[config.mk]
export PLATFORM = sky130hd
export DESIGN_NAME = wls_mult
export DESIGN_NICKNAME = d
export VERILOG_FILES = /design/src/wls_pkg.sv /design/src/wls_mult.sv
export SDC_FILE = /design/constraint.sdc
export NUM_CORES = 2
export LEC_CHECK = 0
export ABC_AREA = 0
export BUFFER_PORTS_ARGS = -buffer_cell sky130_fd_sc_hd__buf_2
export CAP_MARGIN = 20
export CORE_UTILIZATION = 45
export DETAILED_ROUTE_END_ITERATION = 8
export PLACE_DENSITY = 0.58
export REMOVE_ABC_BUFFERS = 1
export SYNTH_ARGS = -nofsm -noshare
export SYNTH_HDL_FRONTEND = slang
export SYNTH_SLANG_ARGS = --single-unit
export TNS_END_PERCENT = 30
[constraint.sdc]
create_clock -name clk -period 9.3 [get_ports clk]
set_input_delay 1.395 -clock clk [delete_from_list [all_inputs] [get_ports clk]]
set_output_delay 1.395 -clock clk [all_outputs]
set_load 0.02 [all_outputs]
[src/wls_pkg.sv]
// Shared constants, codes and interface types of the weighted level sampler.
package wls_pkg;

    // Book depth in levels and the widths that follow from it.
    localparam int MAX_LEVELS = 16;
    localparam int LVL_W      = (MAX_LEVELS > 1) ? $clog2(MAX_LEVELS) : 1;
    localparam int CNT_W      = $clog2(MAX_LEVELS + 1);
    // A sum of MAX_LEVELS words of 32 bits.
    localparam int TOT_W      = 32 + LVL_W;

    // Geometric weights: 1.0 in Q16 needs 17 bits, later weights stay below it.
    localparam int              W_W         = 17;
    localparam logic [W_W-1:0]  W_ONE       = 17'h10000;
    localparam logic [15:0]     DECAY_RESET = 16'd39750;

    // Item commands.
    localparam logic CMD_LOAD   = 1'b0;
    localparam logic CMD_SAMPLE = 1'b1;

    // Event types.
    localparam logic [2:0] EV_ADD_BID    = 3'd0;
    localparam logic [2:0] EV_ADD_ASK    = 3'd1;
    localparam logic [2:0] EV_CANCEL_BID = 3'd2;
    localparam logic [2:0] EV_CANCEL_ASK = 3'd3;
    localparam logic [2:0] EV_EXEC_BUY   = 3'd4;
    localparam logic [2:0] EV_EXEC_SELL  = 3'd5;

    // Result side codes.
    localparam logic [1:0] SIDE_BID = 2'd0;
    localparam logic [1:0] SIDE_ASK = 2'd1;
    localparam logic [1:0] SIDE_NA  = 2'd2;

    // Write of one book level.
    typedef struct packed {
        logic             en;
        logic [LVL_W-1:0] addr;
        logic [31:0]      bid_price;
        logic [31:0]      ask_price;
        logic [31:0]      bid_depth;
        logic [31:0]      ask_depth;
    } book_wr_t;

    // Read of one book level on one side.
    typedef struct packed {
        logic [LVL_W-1:0] addr;
        logic             ask;
    } book_rd_t;

endpackage

[src/wls_mult.sv]
// Shared 32 by 32 unsigned multiplier with a registered product.
module wls_mult (
    input  logic        clk,
    input  logic        en,
    input  logic [31:0] a,
    input  logic [31:0] b,
    output logic [63:0] p
);
    import wls_pkg::*;

    logic [63:0] p_reg;

    always_ff @(posedge clk)
    begin
        if (en)
        begin
            p_reg <= 64'(a) * 64'(b);
        end
    end

    assign p = p_reg;

endmodule

==> results.json <==
{
  "place.gp.congestion": 0.924,
  "syn_to_final_growth_pct": 6.33,
  "layout_commonest_cell": "fa_1",
  "wl_met2_um": 48100,
  "synth_area_leaders": "fa_1 (51%), and2_1 (11%), ha_1 (9.3%)",
  "status": "complete, no violations",
  "ys.warnings.count": 0,
  "routed_via_density": 5.14,
  "hold_viol_final": 0,
  "grt_pass1_vias": 27931,
  "path_class": "in -> reg",
  "coreArea_um2": 77600,
  "hold_end": "p[6]$_DFFE_PP_",
  "num_io_pins": 130,
  "pre_cts_ws_ns": 0.118,
  "synth.avg_cell_area_um2": 9.42,
  "num_rows": 102,
  "fp.dieH_um": 282,
  "ant_nets": 0,
  "maxCapViolations": 0,
  "dpl.cell_count": 4798,
  "critPathTopFamily": "adder cells",
  "synthCells": 3748,
  "final_layout_size_suffix_gt1_frac": 0.0697,
  "grt_max_degree": 65,
  "start_util": 0.455,
  "maxSlewViolCount": 0,
  "rsz0062_at_grt": "no",
  "worstHoldStart": "en",
  "post_cts_buffers": 0,
  "setup_tns_ns": 0,
  "crit_top_cell": "fa_1",
  "min_period_ns": 8.80,
  "ctsRootBufferMaster": "clkbuf_16",
  "routed_wl_um": 97400,
  "drt_iter0_drc": 1237,
  "synthFlopType": "edfxtp_1",
  "async_flop_share": 0,
  "die_area_um2": 79600,
  "cts_sinks": 64,
  "ys_ff_latch": 64,
  "cts.htree.levels": 3,
  "grt_antenna_before_repair": 4,
  "crit_slowest_cell": "or4_1",
  "worst_pin_slew_ns": 0.975,
  "fmax_mhz": 114,
  "path_buf_inv": 5,
  "die_w_um": 282,
  "clockBufferDepth": 2,
  "io_buffer_count": 129,
  "dp_hpwl_um": 83600,
  "place_area_um2": 37200,
  "grtUsageTotal": 0.263,
  "synth_top_cell_area_share": 0.508,
  "final_nets": 4994,
  "setup_viol": 0,
  "final_cell_mix": "fa_1 (896), inv_1 (865), and2_1 (602)",
  "cp_cell_sequence": "buf_2, buf_4, and2_1, fa_1, fa_1, inv_1, fa_1, fa_1, inv_1, fa_1, fa_1, fa_1, fa_1, ha_1, nand4_1, or4_1, or3_1, a31oi_1, buf_4, a31o_2, a211oi_1, o21ai_1, xor2_1",
  "remaining_drc_errors": 0,
  "topRoutingLayerUsed": "met4",
  "cts_hold_buf": 0,
  "wl_per_cell_um": 20.2,
  "largest_reg_flops": 64,
  "cts_buffers": 9,
  "dr.pass1.iters": 6,
  "relSlewSlack": 0.350,
  "fin_area_um2": 37600,
  "worstPathArrival_ns": 8.91,
  "cts.clk_slew.worst_paths_ns": 0.06,
  "cp_slowest_stage_delay_ns": 0.57,
  "synth_top_cell_by_area": "fa_1",
  "setup_slack_ns": 0.500,
  "route.met3.wl_um": 5090,
  "fin_crit_sh": 0.946,
  "cts-resized-gates": 0,
  "grt.overflow.total": 0,
  "crit_fanout": 14,
  "met1Wirelength_um": 42100,
  "min_path_cells": 1,
  "synth_area_um2": 35300,
  "grt_pass1_wl_um": 159000,
  "fillers": 7526,
  "min_path_type": "in -> reg",
  "num_vias": 24730,
  "synthDistinctLibCells": 57,
  "worst_ep_required_time_ns": 9.41,
  "fin_cells": 4815,
  "synth-edff-count": 64,
  "yosysSeqAreaShare": 0.0544,
  "cp-start-kind": "input pin",
  "crit_path_end_kind": "flop",
  "cts_tree": "built"
}
stage by stage:
stage / hold WS (ns) / utilization
floorplan: 1.51 / -
global placement: 1.84 / 0.480
detailed placement: 1.84 / 0.480
CTS: 1.72 / 0.484
global route: 1.74 / 0.484
finish: 1.70 / 0.484
cell families (layout without fill, tap and decap cells):
| family | count (synthesis) | in the layout | share of synthesized area |
|---|---|---|---|
| AO/OA/AOI/OAI | 202 | 202 | 0.0408 |
| XOR/XNOR | 60 | 60 | 0.0149 |
| adder cells (fa/ha/maj) | 1159 | 1159 | 0.601 |
| buffers and inverters | 1085 | 1111 | 0.116 |
| flip-flops | 64 | 64 | 0.0544 |
| multiplexers | 1 | 1 | 0.000283 |
| other | 0 | 1 | 0 |
| AND/OR/NAND/NOR | 1177 | 1177 | 0.173 |
cell type report:
type	instances	area (µm²)	share of cell area
antenna	1	2.50	0.0000666
clock buffer	9	225	0.00600
clock inverter	7	95.1	0.00253
inverter	865	3250	0.0865
multi-input combinational	2599	29300	0.781
sequential	64	1920	0.0512
tap	1040	1300	0.0347
timing repair buffer	230	1440	0.0385
metal layers:
layer / vias to the layer above / global-route usage
met5: - / 0
met4: 0 / 0.0541
met3: 112 / 0.0335
met2: 635 / 0.456
met1: 13034 / 0.355
li1: 10949 / -
synthesized netlist by cell type (3+ instances only):
cell type  instances
a21boi_1           3
or3_1              3
xnor2_1           35
a211oi_1           3
o21bai_1          10
a21oi_1           63
o31ai_4            3
nor3_1             7
xor2_1            25
buf_2              6
nand2_1          480
or4_1              3
or2_2              3
a31oi_1           12
a21o_1            40
o21ai_1            5
a221o_1            4
o21a_1             9
nand3_1           10
edfxtp_1          64
inv_1            865
a21oi_2            3
and2_1           602
nand4_1           23
clkbuf_1         213
and4_1             3
a221oi_4           3
ha_1             263
nor2_1            20
o21ai_0           21
and3_1            14
fa_1             896
o221ai_1           3
worst max path at each step:
stage                     slack, ns              end   from  cells after the start
after floorplan                1.31  p[62]$_DFFE_PP_  a[26]                     22
after global placement         0.15  p[62]$_DFFE_PP_  b[12]                     23
after detailed placement       0.12  p[62]$_DFFE_PP_  b[12]                     23
after CTS                      0.49  p[62]$_DFFE_PP_  b[12]                     23
after global routing           0.17  p[63]$_DFFE_PP_   b[7]                     24
final                          0.50  p[62]$_DFFE_PP_  b[12]                     23
Power is left out: the tool's default activity adds up to more than one toggle a clock period on the data nets, which glitch-free logic cannot reach.
