===== config.mk =====
export PLATFORM = sky130hd
export DESIGN_NAME = wls_book
export DESIGN_NICKNAME = d
export VERILOG_FILES = /design/src/wls_pkg.sv /design/src/wls_book.sv
export SDC_FILE = /design/constraint.sdc
export NUM_CORES = 2
export LEC_CHECK = 0
export BUFFER_PORTS_ARGS = -buffer_cell sky130_fd_sc_hd__buf_2
export CAP_MARGIN = 10
export CORE_MARGIN = 2
export CORE_UTILIZATION = 40
export DETAILED_ROUTE_END_ITERATION = 8
export PLACE_DENSITY = 0.64
export SLEW_MARGIN = 30
export SYNTH_ARGS = -nofsm -noshare
export SYNTH_HDL_FRONTEND = slang
export SYNTH_SLANG_ARGS = --single-unit

===== constraint.sdc =====
create_clock -name clk -period 4.26 [get_ports clk]
set_clock_uncertainty 0.2 [all_clocks]
set_input_delay 0.852 -clock clk [delete_from_list [all_inputs] [get_ports clk]]
set_output_delay 0.852 -clock clk [all_outputs]
set_load 0.01 [all_outputs]

===== src/wls_pkg.sv =====
// Shared constants, codes and interface types of the weighted level sampler.
package wls_pkg;

    // Book depth in levels and the widths that follow from it.
    localparam int MAX_LEVELS = 16;
    localparam int LVL_W      = (MAX_LEVELS > 1) ? $clog2(MAX_LEVELS) : 1;
    localparam int CNT_W      = $clog2(MAX_LEVELS + 1);
    // A sum of MAX_LEVELS words of 32 bits.
    localparam int TOT_W      = 32 + LVL_W;

    // Geometric weights: 1.0 in Q16 needs 17 bits, later weights stay below it.
    localparam int              W_W         = 17;
    localparam logic [W_W-1:0]  W_ONE       = 17'h10000;
    localparam logic [15:0]     DECAY_RESET = 16'd39750;

    // Item commands.
    localparam logic CMD_LOAD   = 1'b0;
    localparam logic CMD_SAMPLE = 1'b1;

    // Event types.
    localparam logic [2:0] EV_ADD_BID    = 3'd0;
    localparam logic [2:0] EV_ADD_ASK    = 3'd1;
    localparam logic [2:0] EV_CANCEL_BID = 3'd2;
    localparam logic [2:0] EV_CANCEL_ASK = 3'd3;
    localparam logic [2:0] EV_EXEC_BUY   = 3'd4;
    localparam logic [2:0] EV_EXEC_SELL  = 3'd5;

    // Result side codes.
    localparam logic [1:0] SIDE_BID = 2'd0;
    localparam logic [1:0] SIDE_ASK = 2'd1;
    localparam logic [1:0] SIDE_NA  = 2'd2;

    // Write of one book level.
    typedef struct packed {
        logic             en;
        logic [LVL_W-1:0] addr;
        logic [31:0]      bid_price;
        logic [31:0]      ask_price;
        logic [31:0]      bid_depth;
        logic [31:0]      ask_depth;
    } book_wr_t;

    // Read of one book level on one side.
    typedef struct packed {
        logic [LVL_W-1:0] addr;
        logic             ask;
    } book_rd_t;

endpackage


===== src/wls_book.sv =====
// Book copy: per-level bid and ask prices and depths, cleared by reset.
module wls_book (
    input  logic              clk,
    input  logic              rst_n,
    input  wls_pkg::book_wr_t wr,
    input  wls_pkg::book_rd_t depth_rd,
    input  wls_pkg::book_rd_t price_rd,
    output logic [31:0]       depth,
    output logic [31:0]       price
);
    import wls_pkg::*;

    logic [31:0] bid_price_reg [MAX_LEVELS];
    logic [31:0] ask_price_reg [MAX_LEVELS];
    logic [31:0] bid_depth_reg [MAX_LEVELS];
    logic [31:0] ask_depth_reg [MAX_LEVELS];

    always_ff @(posedge clk or negedge rst_n)
    begin
        if (!rst_n)
        begin
            for (int i = 0; i < MAX_LEVELS; i++)
            begin
                bid_price_reg[i] <= '0;
                ask_price_reg[i] <= '0;
                bid_depth_reg[i] <= '0;
                ask_depth_reg[i] <= '0;
            end
        end
        else if (wr.en)
        begin
            bid_price_reg[wr.addr] <= wr.bid_price;
            ask_price_reg[wr.addr] <= wr.ask_price;
            bid_depth_reg[wr.addr] <= wr.bid_depth;
            ask_depth_reg[wr.addr] <= wr.ask_depth;
        end
    end

    assign depth = depth_rd.ask ? ask_depth_reg[depth_rd.addr] : bid_depth_reg[depth_rd.addr];
    assign price = price_rd.ask ? ask_price_reg[price_rd.addr] : bid_price_reg[price_rd.addr];

endmodule


==> impl_metrics.json <==
{
  "outcome": "complete, no violations",
  "critPathRequiredTime_ps": 3210,
  "area_delta_synth_final_pct": 14.4,
  "post_synth_instance_area_mm2": 0.0937,
  "timing.critical_path.slowest_stage_cell": "and2_4",
  "number_of_clock_sinks_seen_by_cts": 2048,
  "global_route.usage.total": 0.224,
  "maxCapViolCount": 0,
  "max_clock_freq_ghz": 0.251,
  "design.final.nets": 7053,
  "postPlaceCellArea_mm2": 0.0997,
  "design_area_mm2": 0.107,
  "grt_max_degree": 124,
  "flip_flop_and_latch_count_after_synthesis": 2048,
  "topmost_layer_with_routed_signal_wires": "met5",
  "synthTopCellsByCount": "2048 x dfrtp_1, 1734 x mux2_2, 1024 x mux2i_1",
  "clk_pin_slew_ps": 60,
  "synth_seq_area_share": 0.547,
  "vdd_drop_max_mv": 0.424,
  "core-area_mm2": 0.233,
  "detailed_place_hpwl_um": 161000,
  "wirelength_um": 267000,
  "cts_tree": "built",
  "number_of_enable_type_register_cells_in_the_synthesized_netlist": 0,
  "worstSetupEndpointType": "output port",
  "drt-met1-wl_um": 114000,
  "port_buffers": 208,
  "synthesis_warning_total": 0,
  "vias_per_cell": 5.61,
  "pwr-share-comb": 0.168,
  "final_min_period_over_clock_period": 0.937,
  "drt.antenna.violating_nets": 0,
  "avgSynthCellArea_um2": 13.8,
  "powerDensity_mw_per_mm2": 512,
  "critical_path.cell_chain": "buf_2, and2_4, buf_4, a22o_1, nor3_1, buf_4, a31oi_1, nand3_1, buf_2",
  "post-route-drc-count": 0,
  "power_frac_clock": 0.354,
  "ys_types": 25,
  "dominantRegCellSynth": "dfrtp_1",
  "crit_path_start_kind": "primary input",
  "worst_path_largest_cell_delay_ps": 510,
  "place.gp.congestion": 0.792,
  "critPathTopFamily": "simple AND/OR/NAND/NOR gates",
  "floorplan.die_area_mm2": 0.238,
  "clk_path_buf_depth": 3,
  "dr.first_iter.drc_count": 3891,
  "chipHeight_um": 488,
  "route.met2.wl_um": 131000,
  "cts_made_buffers": 213,
  "critical_path_arrival_ps": 2940,
  "floorplan.initialDensity": 0.403,
  "clock_tree.root_cell": "clkbuf_16",
  "synth.most_common_cell": "dfrtp_1",
  "total_iterations_of_the_first_detailed_routing_run": 5,
  "die_x_um": 488,
  "number_of_global_route_vias_before_repair": 61200,
  "synth_area_leaders": "dfrtp_1 55%, mux2_2 21%, mux2i_1 11%",
  "clk_latency_ps": 860,
  "max_slew_margin": 0.397,
  "post_route_cells_drive_above_1_share": 0.368,
  "ioPinCount": 209,
  "wl_per_cell_um": 26.0,
  "std_cell_rows": 177,
  "grt.overflow.total": 0,
  "num-fill-cells": 20500,
  "met3_wirelength_um": 12400,
  "intPower_w": 0.0404,
  "setup_violations": 0,
  "tightest_slew_ps": 904,
  "finalHoldViolations": 0,
  "synth_top_cell_area_share": 0.547,
  "cts_max_level": 4,
  "layout_min_cycle_time_ps": 3990,
  "crit_buf_inv": 4,
  "mappedNetlistNets": 6935,
  "aggregate_negative_setup_slack_ps": 0,
  "sequentialPowerShare": 0.478,
  "syn_inst": 6790,
  "critical_path_peak_fanout": 23,
  "rrSetupSlack_ps": 3240,
  "finalPower_w": 0.0549,
  "switching_power_w": 0.0144,
  "rsz0062_at_grt": "false",
  "timing_worst_setup_path_type": "primary input to output port",
  "power.share.switching": 0.263,
  "synth.largest_area_cell": "dfrtp_1",
  "grt_pass1_wl_um": 404000,
  "worstHoldPathType": "primary input to register",
  "grt_antenna_before_repair": 84,
  "power_leakage_nw": 48.4,
  "cts_post_setup_buffers_inserted": 0,
  "final_max_slew_violation_count": 0,
  "via_count": 57600,
  "synth_async_sr_flop_share": 1.00
}
## kinds of logic after synthesis
group | after synthesis | synth area share
multiplexers | 3072 | 0.355
flip-flops | 2048 | 0.547
buffers and inverters | 606 | 0.0323
AO/OA/AOI/OAI | 576 | 0.0419
AND/OR/NAND/NOR | 488 | 0.0237
## cells in the final DEF (no fill, tap or decap), types with 128 or more instances in the layout
master	count
a21oi_1	192
a22o_1	128
a22oi_1	192
buf_2	205
buf_4	173
clkbuf_16	214
dfrtp_1	2048
mux2_1	314
mux2_2	1734
mux2i_1	1024
nand2_1	193
nand3_1	193
## cell type report
class / count / area [um2] / area share
diodes: 35 / 87.6 / 0.000817
clock inverters: 64 / 968 / 0.00903
flip-flops and latches: 2048 / 51200 / 0.478
well taps: 3132 / 3920 / 0.0366
repair buffers: 509 / 4930 / 0.0460
clock buffers: 334 / 6420 / 0.0599
multi-input cells: 4136 / 39600 / 0.370
## layer usage
metal,global-route usage,vias up
met3,0.0361,497
met2,0.377,1235
li1,-,24900
met1,0.291,30900
met4,0.0793,32
met5,0,-
## power by group through the flow
stage / sequential [W] / combinational [W] / clock [W]
final: 0.0262 / 0.00924 / 0.0194
after global routing: 0.0268 / 0.0101 / 0.0206
after CTS: 0.0262 / 0.00932 / 0.0197
after detailed placement: 0.0266 / 0.00928 / 0
after global placement: 0.0263 / 0.00898 / 0
after floorplan: 0.0258 / 0.00678 / 0
## stage by stage
step                      utilization  worst slack (ps)  instances  hold WS, ps
after floorplan                     -              1120       6790          264
after global routing            0.460               213      10200          196
after detailed placement        0.428               298       9823          280
final                           0.461               268      10300          209
after global placement          0.428               284       9823          272
after CTS                       0.460               302      10200          156
## path summary, 6_finish.rpt
| check | from | cells after the start | end |
|---|---|---|---|
| worst max register to register | bid_price_reg[102] | 1 | bid_price_reg[102] |
| worst min-delay path | wr[100] | 2 | bid_price_reg[356] |
| worst max-delay path | price_rd[1] | 9 | price[16] |
| min in group asynchronous | rst_n | 2 | ask_price_reg[15] |
| worst min register to register | ask_price_reg[226] | 1 | ask_price_reg[226] |
| max in group asynchronous | rst_n | 5 | bid_depth_reg[364] |
## what timing repair did
action,CTS,global route
endpoints found under the hold margin,78,0
gates resized for setup,0,0
hold buffers,1,0
setup endpoints to repair,0,0
No activity file was read; power rests on OpenSTA's default activity.
